`src/hdl/spfs_pkg.sv`:
```
// ---------------------------------------------------------------------------
// spfs_pkg
// Widths, codes and defaults of the sprite frame sequencer.
// ---------------------------------------------------------------------------
package spfs_pkg;

  localparam int MAX_FRAMES_DEF     = 256;
  localparam int FRAME_DIM_BITS_DEF = 10;

  localparam int KIND_W     = 2;
  localparam int ELAPSED_W  = 10;
  localparam int FRAME_W    = 8;
  localparam int CNT_W      = FRAME_W + 1;
  localparam int CUR_W      = CNT_W + 2;
  localparam int COLS_W     = 8;
  localparam int PERIOD_W   = 16;
  localparam int ACC_W      = 17;
  localparam int RECT_W     = 18;
  localparam int RECT_END_W = 19;
  localparam int CFG_W      = 16;
  localparam int CFG_IDX_W  = 3;

  localparam logic [KIND_W-1:0] KIND_TICK    = 2'd0;
  localparam logic [KIND_W-1:0] KIND_SET     = 2'd1;
  localparam logic [KIND_W-1:0] KIND_RESTART = 2'd2;

  localparam logic [CFG_IDX_W-1:0] REG_FRAME_WIDTH   = 3'd0;
  localparam logic [CFG_IDX_W-1:0] REG_FRAME_HEIGHT  = 3'd1;
  localparam logic [CFG_IDX_W-1:0] REG_SHEET_COLUMNS = 3'd2;
  localparam logic [CFG_IDX_W-1:0] REG_FIRST_FRAME   = 3'd3;
  localparam logic [CFG_IDX_W-1:0] REG_LAST_FRAME    = 3'd4;
  localparam logic [CFG_IDX_W-1:0] REG_FRAME_PERIOD  = 3'd5;
  localparam logic [CFG_IDX_W-1:0] REG_PING_PONG     = 3'd6;

  localparam int FRAME_DIM_RESET = 16;
  localparam int COLS_RESET      = 1;
  localparam int PERIOD_RESET    = 100;

  localparam logic [ACC_W-1:0] ACC_MAX = {ACC_W{1'b1}};

endpackage

```
`src/hdl/sprite_frame_sequencer_top.sv`:
```
// ---------------------------------------------------------------------------
// sprite_frame_sequencer_top
// Sprite-sheet animation stepper with a serial divider for the source rectangle.
// ---------------------------------------------------------------------------
// One item is taken at a time. An advancing tick passes ST_CHECK to step the
// frame, ST_MOD to wrap it modulo MAX_FRAMES with a constant reciprocal
// multiply, 9 passes of ST_RDIV through the shared restoring divider (frame
// over sheet_columns), ST_MUL_TOP and ST_MUL_LEFT on the shared multiplier
// for top and left, and ST_DONE to load the output register. A tick that
// does not advance goes from ST_CHECK to ST_DONE; a set-frame, a restart or
// an unused kind goes from ST_IDLE to ST_DONE. The block takes the next item
// in the cycle after the result loads, even while that result waits; a
// result still waiting when the next one is ready holds the block.
module sprite_frame_sequencer_top #(
  parameter int MAX_FRAMES     = spfs_pkg::MAX_FRAMES_DEF,
  parameter int FRAME_DIM_BITS = spfs_pkg::FRAME_DIM_BITS_DEF
) (
  input  logic                             clk,
  input  logic                             rst,
  input  logic                             cfg_wr_en,
  input  logic [spfs_pkg::CFG_IDX_W-1:0]   cfg_addr,
  input  logic [spfs_pkg::CFG_W-1:0]       cfg_wr_data,
  input  logic                             in_valid,
  output logic                             in_ready,
  input  logic [spfs_pkg::KIND_W-1:0]      kind,
  input  logic [spfs_pkg::ELAPSED_W-1:0]   elapsed_ms,
  input  logic [spfs_pkg::FRAME_W-1:0]     frame_index,
  output logic                             out_valid,
  input  logic                             out_ready,
  output logic [spfs_pkg::FRAME_W-1:0]     current_frame,
  output logic                             advanced,
  output logic [spfs_pkg::RECT_W-1:0]      rect_top,
  output logic [spfs_pkg::RECT_W-1:0]      rect_left,
  output logic [spfs_pkg::RECT_END_W-1:0]  rect_bottom,
  output logic [spfs_pkg::RECT_END_W-1:0]  rect_right
);

  localparam int DIM_W   = (FRAME_DIM_BITS > 5) ? FRAME_DIM_BITS : 5;
  localparam int DVS_W   = spfs_pkg::COLS_W;
  localparam int STEP_W  = $clog2(spfs_pkg::CNT_W);
  localparam int PROD_W  = spfs_pkg::CNT_W + DIM_W;
  localparam int CNT_W   = spfs_pkg::CNT_W;
  localparam int CUR_W   = spfs_pkg::CUR_W;
  localparam int FRAME_W = spfs_pkg::FRAME_W;
  localparam int MOD_L   = $clog2(MAX_FRAMES);
  localparam int MOD_S   = CNT_W + MOD_L;
  localparam int MOD_M   = ((2 ** MOD_S) + MAX_FRAMES - 1) / MAX_FRAMES;
  localparam int MOD_P_W = 2 * CNT_W + 1;

  typedef enum logic [2:0] {
    ST_IDLE,
    ST_CHECK,
    ST_MOD,
    ST_RDIV,
    ST_MUL_TOP,
    ST_MUL_LEFT,
    ST_DONE
  } state_t;

  state_t state;

  logic [DIM_W-1:0]              frame_width;
  logic [DIM_W-1:0]              frame_height;
  logic [spfs_pkg::COLS_W-1:0]   sheet_columns;
  logic [FRAME_W-1:0]            first_frame;
  logic [FRAME_W-1:0]            last_frame;
  logic [spfs_pkg::PERIOD_W-1:0] frame_period;
  logic                          ping_pong;

  logic [CNT_W-1:0]              frame_counter;
  logic [spfs_pkg::ACC_W-1:0]    time_accumulator;
  logic                          moving_backward;
  logic [spfs_pkg::RECT_W-1:0]   source_top;
  logic [spfs_pkg::RECT_W-1:0]   source_left;
  logic                          adv_flag;

  logic [CNT_W-1:0]              div_q;
  logic [DVS_W:0]                div_rem;
  logic [STEP_W-1:0]             div_step;

  // Saturating accumulate
  logic [spfs_pkg::ACC_W:0]      acc_sum;
  logic [spfs_pkg::ACC_W-1:0]    acc_next;

  always_comb begin
    acc_sum  = {1'b0, time_accumulator} + (spfs_pkg::ACC_W + 1)'(elapsed_ms);
    acc_next = acc_sum[spfs_pkg::ACC_W] ? spfs_pkg::ACC_MAX
                                        : acc_sum[spfs_pkg::ACC_W-1:0];
  end

  // Frame step
  logic signed [CUR_W-1:0] cur;
  logic signed [CUR_W-1:0] lo_s;
  logic signed [CUR_W-1:0] hi_s;
  logic                    dir_next;

  always_comb begin
    lo_s     = $signed(CUR_W'(first_frame));
    hi_s     = $signed(CUR_W'(last_frame));
    dir_next = moving_backward;
    cur      = $signed(CUR_W'(frame_counter));
    if (!ping_pong) begin
      cur = cur + CUR_W'(1);
      if (cur > hi_s) begin
        cur = lo_s;
      end
    end else begin
      cur = moving_backward ? cur - CUR_W'(1) : cur + CUR_W'(1);
      if (cur > hi_s) begin
        cur      = hi_s - CUR_W'(1);
        dir_next = ~dir_next;
      end
      if (cur < lo_s) begin
        cur      = lo_s + CUR_W'(1);
        dir_next = ~dir_next;
      end
    end
    if (cur < 0) begin
      cur = '0;
    end
  end

  // Wrap modulo MAX_FRAMES: quotient by reciprocal multiply, exact for any frame
  logic [MOD_P_W-1:0] mod_prod;
  logic [CNT_W-1:0]   mod_q;
  logic [CNT_W-1:0]   mod_rem;

  always_comb begin
    mod_prod = MOD_P_W'(div_q) * MOD_P_W'(MOD_M);
    mod_q    = CNT_W'(mod_prod >> MOD_S);
    mod_rem  = CNT_W'(MOD_P_W'(div_q) - MOD_P_W'(mod_q) * MOD_P_W'(MAX_FRAMES));
  end

  // Shared restoring divide step
  logic [DVS_W-1:0] divisor;
  logic [DVS_W:0]   div_shift;
  logic             div_ge;
  logic [DVS_W:0]   div_rem_next;
  logic [CNT_W-1:0] div_q_next;

  always_comb begin
    divisor      = (sheet_columns == '0) ? DVS_W'(1) : DVS_W'(sheet_columns);
    div_shift    = {div_rem[DVS_W-1:0], div_q[CNT_W-1]};
    div_ge       = div_shift >= {1'b0, divisor};
    div_rem_next = div_ge ? div_shift - {1'b0, divisor} : div_shift;
    div_q_next   = {div_q[CNT_W-2:0], div_ge};
  end

  // Shared multiplier
  logic [CNT_W-1:0]  mul_a;
  logic [DIM_W-1:0]  mul_b;
  logic [PROD_W-1:0] mul_p;

  always_comb begin
    if (state == ST_MUL_TOP) begin
      mul_a = div_q;
      mul_b = frame_height;
    end else begin
      mul_a = div_rem[CNT_W-1:0];
      mul_b = frame_width;
    end
    mul_p = PROD_W'(mul_a) * PROD_W'(mul_b);
  end

  logic set_in_range;
  assign set_in_range = !(frame_index < first_frame || frame_index > last_frame);

  assign in_ready = (state == ST_IDLE);

  always_ff @(posedge clk) begin
    if (rst) begin
      state            <= ST_IDLE;
      frame_width      <= DIM_W'(spfs_pkg::FRAME_DIM_RESET);
      frame_height     <= DIM_W'(spfs_pkg::FRAME_DIM_RESET);
      sheet_columns    <= spfs_pkg::COLS_W'(spfs_pkg::COLS_RESET);
      first_frame      <= '0;
      last_frame       <= '0;
      frame_period     <= spfs_pkg::PERIOD_W'(spfs_pkg::PERIOD_RESET);
      ping_pong        <= 1'b0;
      frame_counter    <= '0;
      time_accumulator <= '0;
      moving_backward  <= 1'b0;
      source_top       <= '0;
      source_left      <= '0;
      adv_flag         <= 1'b0;
      div_step         <= '0;
      out_valid        <= 1'b0;
    end else begin
      if (cfg_wr_en) begin
        case (cfg_addr)
          spfs_pkg::REG_FRAME_WIDTH:
            frame_width <= DIM_W'(cfg_wr_data[FRAME_DIM_BITS-1:0]);
          spfs_pkg::REG_FRAME_HEIGHT:
            frame_height <= DIM_W'(cfg_wr_data[FRAME_DIM_BITS-1:0]);
          spfs_pkg::REG_SHEET_COLUMNS: sheet_columns <= cfg_wr_data[spfs_pkg::COLS_W-1:0];
          spfs_pkg::REG_FIRST_FRAME:   first_frame   <= cfg_wr_data[FRAME_W-1:0];
          spfs_pkg::REG_LAST_FRAME:    last_frame    <= cfg_wr_data[FRAME_W-1:0];
          spfs_pkg::REG_FRAME_PERIOD:  frame_period  <= cfg_wr_data[spfs_pkg::PERIOD_W-1:0];
          spfs_pkg::REG_PING_PONG:     ping_pong     <= cfg_wr_data[0];
          default: ;
        endcase
      end

      if (out_valid && out_ready && state != ST_DONE) begin
        out_valid <= 1'b0;
      end

      case (state)
        ST_IDLE: begin
          if (in_valid) begin
            adv_flag <= 1'b0;
            case (kind)
              spfs_pkg::KIND_TICK: begin
                time_accumulator <= acc_next;
                state            <= ST_CHECK;
              end
              spfs_pkg::KIND_SET: begin
                frame_counter <= set_in_range ? CNT_W'(frame_index) : '0;
                state         <= ST_DONE;
              end
              spfs_pkg::KIND_RESTART: begin
                frame_counter    <= '0;
                time_accumulator <= '0;
                moving_backward  <= 1'b0;
                source_top       <= '0;
                source_left      <= '0;
                state            <= ST_DONE;
              end
              default: state <= ST_DONE;
            endcase
          end
        end
        ST_CHECK: begin
          if (time_accumulator > spfs_pkg::ACC_W'(frame_period)) begin
            moving_backward  <= dir_next;
            time_accumulator <= '0;
            adv_flag         <= 1'b1;
            div_q            <= cur[CNT_W-1:0];
            div_rem          <= '0;
            div_step         <= '0;
            state            <= ST_MOD;
          end else begin
            state <= ST_DONE;
          end
        end
        ST_MOD: begin
          frame_counter <= mod_rem;
          div_q         <= mod_rem;
          div_rem       <= '0;
          div_step      <= '0;
          state         <= ST_RDIV;
        end
        ST_RDIV: begin
          div_q    <= div_q_next;
          div_rem  <= div_rem_next;
          div_step <= div_step + STEP_W'(1);
          if (div_step == STEP_W'(CNT_W - 1)) begin
            state <= ST_MUL_TOP;
          end
        end
        ST_MUL_TOP: begin
          source_top <= spfs_pkg::RECT_W'(mul_p);
          state      <= ST_MUL_LEFT;
        end
        ST_MUL_LEFT: begin
          source_left <= spfs_pkg::RECT_W'(mul_p);
          state       <= ST_DONE;
        end
        ST_DONE: begin
          if (!out_valid || out_ready) begin
            out_valid     <= 1'b1;
            current_frame <= frame_counter[FRAME_W-1:0];
            advanced      <= adv_flag;
            rect_top      <= source_top;
            rect_left     <= source_left;
            rect_bottom   <= {1'b0, source_top} + spfs_pkg::RECT_END_W'(frame_height);
            rect_right    <= {1'b0, source_left} + spfs_pkg::RECT_END_W'(frame_width);
            state         <= ST_IDLE;
          end
        end
        default: state <= ST_IDLE;
      endcase
    end
  end

endmodule

```
`config.mk`:
```
export PLATFORM = sky130hd
export DESIGN_NAME = sprite_frame_sequencer_top
export DESIGN_NICKNAME = d
export VERILOG_FILES = /design/src/hdl/spfs_pkg.sv /design/src/hdl/sprite_frame_sequencer_top.sv
export SDC_FILE = /design/constraint.sdc
export NUM_CORES = 1
export LEC_CHECK = 0
export ABC_AREA = 1
export BUFFER_PORTS_ARGS = -buffer_cell sky130_fd_sc_hd__buf_2
export CAP_MARGIN = 20
export CORE_UTILIZATION = 30
export CTS_BUF_LIST = sky130_fd_sc_hd__clkbuf_16
export CTS_CLUSTER_SIZE = 40
export DETAILED_ROUTE_END_ITERATION = 6
export GPL_ROUTABILITY_DRIVEN = 0
export PLACE_DENSITY_LB_ADDON = 0.05
export SYNTH_ARGS = -nofsm -noshare
export SYNTH_HDL_FRONTEND = slang
export SYNTH_SLANG_ARGS = --single-unit
```
`constraint.sdc`:
```
create_clock -name clk -period 12.7 [get_ports clk]
set_input_delay 0 -clock clk [delete_from_list [all_inputs] [get_ports clk]]
set_output_delay 0 -clock clk [all_outputs]
set_load 0.02 [all_outputs]
```
==> summary.md <==
| Metric | Value |
|---|---|
| Post-layout instance count excluding filler cells | 2835 |
| Total global-route track usage | 0.185 |
| Clock slew at reported path FFs | 0.06 ns |
| Number of hold violations in the final report | 0 |
| Maximum net fanout on the critical path | 35 |
| Post-placement cell count | 2740 |
| Horizontal die dimension | 232 um |
| Num rows | 83 |
| Max Cap Violations | 0 |
| Most common flop cell mapped by yosys | sky130_fd_sc_hd__dfxtp_1 |
| Critical Path AT | 6.37 ns |
| Met2 wirelength from detailed routing | 24.4 mm |
| Min-delay worst type | primary input to register |
| Area of combinational cells with multiple inputs | 0.00886 mm2 |
| Global-route wire length before repair | 76.9 mm |
| Overflow left after global routing | 0 |
| Post-synthesis instance area | 0.0158 mm2 |
| Total clock buffers created by CTS | 30 |
| EDFF count, synth | 101 |
| DIE HEIGHT | 232 um |
| Setup repair after global routing missed its margin | no |
| DR vias | 13300 |
| Fraction of power consumed by sequential logic | 0.247 |
| Total Die Area | 0.0536 mm2 |
| Number of library cell types mapped by synthesis | 53 |
| Hold_ws | 0.0809 ns |
| Maximum level of the CTS H-tree | 1 |
| Detailed-routing iteration count for the pre-antenna-repair pass | 6 |
| Average detailed-routed wire length per instance | 17.4 um |
| Count of filler cells inserted in the layout | 5538 |
| Top layer reached by signal wires | met4 |
| Yosys warns | 0 |
| Final setup skew | 0.0130 ns |
| Sequential share of the synthesized area | 0.359 |
| Routed via count divided by cell count | 4.70 |
| Largest vdd supply drop | 0.000137 V |
| Fmax | 170 MHz |
| Leakage Power | 8.34 nW |
| Final Routed Wirelength | 49.3 mm |
| Gate power share | 0.556 |
| Final ANT Viol Nets | 0 |
| Post-CTS sizing | 0 |
| Number of buffers inserted by post-CTS setup repair | 0 |
| Sinks on Clock Net | 233 |
| Post-route DRC violation count | 0 |
| Fraction of final layout cells with drive strength greater than 1 | 0.101 |
| Pwr Density | 222 mW/mm2 |
| I/O pins | 129 |
| CTS tree | built |
| Fraction of power spent switching nets | 0.481 |
| Drt initial violations | 689 |
| PortBufs | 128 |
| Power spent charging and discharging nets | 1.97 mW |
| Share of power burned in the clock network | 0.197 |
| Total half-perimeter wirelength after legalization and detailed placement | 38.2 mm |
| Largest net degree at the start of global routing | 70 |
| Setup TNS after final layout | 0 ns |
| Result of the run | finished clean |
| Syn Area/Cell | 8.02 um2 |
| # setup viols final | 0 |
| Area delta synth->final | 16.8% |
| Number of instances in the synthesized netlist | 1971 |
| Wl on met1 | 21.7 mm |
| Data required time at the worst endpoint | 13.21 ns |
| Crit end category | register |
| Number of nets in the layout | 2370 |
| Actual transition at the worst max-transition pin | 0.956 ns |
| Worst relative slew slack | 0.362 |
| Fin crit period | 5.87 ns |
| Internal power of the cells | 2.13 mW |
| Final period utilization | 0.462 |
| Flop and latch count out of synthesis | 233 |
| Core area | 0.0517 mm2 |
| Synthesized net count | 2210 |
| Pins over their slew limit | 0 |
| Type of the setup path with the least slack | register to register |
| Share of synthesized registers carrying an async set or reset | 0 |
| Clk Tree Root Cell | sky130_fd_sc_hd__clkbuf_16 |
| Clock insertion delay at the later pin of the skew report | 0.58 ns |
| Storage element area | 0.00568 mm2 |
| Initial antenna violation count | 1 |
| Via count of the first global-routing pass | 13500 |
| Nature of the critical path startpoint | register |
| Initial cell density of the core | 0.306 |
| Maximum number of buffers from clock root to sink | 3 |
| Total length of routed met3 wires | 1.69 mm |
| Cts hold-fix bufs | 39 |
## critical path, stage by stage, from the launching register on
cell                      delay, ns
sky130_fd_sc_hd__dfxtp_1       0.58
sky130_fd_sc_hd__nand2_4       0.13
sky130_fd_sc_hd__nor2_8        0.36
sky130_fd_sc_hd__inv_4         0.24
sky130_fd_sc_hd__o21ai_1       0.64
sky130_fd_sc_hd__nand2_1       0.17
sky130_fd_sc_hd__fa_1          0.51
sky130_fd_sc_hd__fa_1          0.51
sky130_fd_sc_hd__inv_1         0.07
sky130_fd_sc_hd__fa_1          0.51
sky130_fd_sc_hd__fa_1          0.49
sky130_fd_sc_hd__ha_1          0.35
sky130_fd_sc_hd__inv_1         0.09
sky130_fd_sc_hd__nor3_1        0.19
sky130_fd_sc_hd__nand2_1       0.07
sky130_fd_sc_hd__nand3_1       0.13
sky130_fd_sc_hd__a21oi_1       0.13
sky130_fd_sc_hd__o21ai_0       0.21
sky130_fd_sc_hd__xor2_1        0.20
sky130_fd_sc_hd__nand2_1       0.07
sky130_fd_sc_hd__a21oi_1       0.15
## layout make-up
cell class | instances | area share
antenna | 1 | 0.000136
clock buffer | 32 | 0.0434
clock inverter | 23 | 0.00650
inverter | 278 | 0.0568
multi-input combinational | 1414 | 0.480
sequential | 233 | 0.307
tap | 680 | 0.0461
timing repair buffer | 174 | 0.0598
## logic make-up (layout without fill, tap and decap cells)
group | after synthesis | in the layout | share of synthesized area
buf+inv | 324 | 507 | 0.0808
other cells | 0 | 1 | 0
fa+ha+maj | 195 | 195 | 0.183
xor+xnor | 73 | 73 | 0.0404
flops | 233 | 233 | 0.359
simple gates | 757 | 757 | 0.203
compound gates | 389 | 389 | 0.134
## final timing paths
path,slack (ns),end,from,depth (start not counted)
worst max-delay path,6.83,source_left[15],state[2],20
worst min register to register,0.46,rect_top[7],source_top[7],0
worst min-delay path,0.08,time_accumulator[1],elapsed_ms[1],8
worst max register to register,6.83,source_left[15],state[2],20
## cells in the mapped netlist, types with 3 or more instances
library cell | count | area [um2]
sky130_fd_sc_hd__nand2_1 | 445 | 1670
sky130_fd_sc_hd__inv_1 | 271 | 1020
sky130_fd_sc_hd__a21oi_1 | 198 | 991
sky130_fd_sc_hd__nor2_1 | 152 | 571
sky130_fd_sc_hd__ha_1 | 135 | 1690
sky130_fd_sc_hd__dfxtp_1 | 132 | 2640
sky130_fd_sc_hd__o21ai_0 | 120 | 601
sky130_fd_sc_hd__edfxtp_1 | 101 | 3030
sky130_fd_sc_hd__nand3_1 | 88 | 440
sky130_fd_sc_hd__fa_1 | 60 | 1200
sky130_fd_sc_hd__xor2_1 | 45 | 394
sky130_fd_sc_hd__clkbuf_1 | 29 | 109
sky130_fd_sc_hd__xnor2_1 | 28 | 245
sky130_fd_sc_hd__nand4_1 | 22 | 138
sky130_fd_sc_hd__nor3_1 | 14 | 70.1
sky130_fd_sc_hd__o21ai_1 | 12 | 60.1
sky130_fd_sc_hd__o211ai_1 | 10 | 75.1
sky130_fd_sc_hd__o21ai_2 | 10 | 87.6
sky130_fd_sc_hd__a31oi_1 | 9 | 56.3
sky130_fd_sc_hd__a21o_1 | 8 | 60.1
sky130_fd_sc_hd__buf_2 | 8 | 40.0
sky130_fd_sc_hd__o21bai_1 | 8 | 60.1
sky130_fd_sc_hd__or2_2 | 7 | 43.8
sky130_fd_sc_hd__buf_4 | 4 | 30.0
sky130_fd_sc_hd__inv_2 | 4 | 15.0
sky130_fd_sc_hd__a21boi_0 | 3 | 22.5
sky130_fd_sc_hd__nand2_2 | 3 | 18.8
sky130_fd_sc_hd__nor2_2 | 3 | 18.8
sky130_fd_sc_hd__nor2_4 | 3 | 33.8
sky130_fd_sc_hd__nor3b_1 | 3 | 22.5
sky130_fd_sc_hd__nor4_1 | 3 | 18.8
## layer usage
metal  GRT usage  up-vias
met5           0        -
met4      0.0625        0
met3      0.0205       72
met2       0.333      225
met1       0.229     6231
li1            -     6805
## through the flow
stage,util,setup WS (ns),cell area [um2],power (mW)
after floorplan,-,5.17,15800,2.71
after global placement,0.331,6.91,17100,3.29
after detailed placement,0.332,6.84,17200,3.30
after CTS,0.357,6.82,18500,4.15
after global routing,0.357,6.34,18500,4.51
final,0.357,6.83,18500,4.09
## cells in the final DEF, fill, tap and decap left out, types with 60 or more instances in the layout
master                     instances
sky130_fd_sc_hd__nand2_1         445
sky130_fd_sc_hd__buf_2           128
sky130_fd_sc_hd__nand3_1          88
sky130_fd_sc_hd__ha_1            135
sky130_fd_sc_hd__o21ai_0         120
sky130_fd_sc_hd__a21oi_1         198
sky130_fd_sc_hd__nor2_1          152
sky130_fd_sc_hd__dfxtp_1         132
sky130_fd_sc_hd__edfxtp_1        101
sky130_fd_sc_hd__inv_1           279
sky130_fd_sc_hd__fa_1             60
## sequential cells by signal, summed over array words and instances, names as in the netlist, 3 cells and up
| register | flops |
|---|---|
| first_frame | 8 |
| rect_top | 18 |
| current_frame | 8 |
| div_rem | 9 |
| source_left | 18 |
| time_accumulator | 17 |
| div_q | 9 |
| rect_left | 18 |
| div_step | 4 |
| source_top | 18 |
| last_frame | 8 |
| frame_width | 10 |
| rect_bottom | 19 |
| sheet_columns | 8 |
| state | 3 |
| rect_right | 19 |
| frame_counter | 8 |
| frame_period | 16 |
| frame_height | 10 |
## power by group through the flow
stage                     Sequential [mW]  Combinational, mW  Clock (mW)
after floorplan                     0.985               1.73           0
after detailed placement             1.03               2.27           0
after global placement               1.03               2.26           0
after global routing                 1.02               2.62       0.863
final                                1.01               2.28       0.805
after CTS                            1.02               2.30       0.836
No activity file was read; power rests on OpenSTA's default activity.
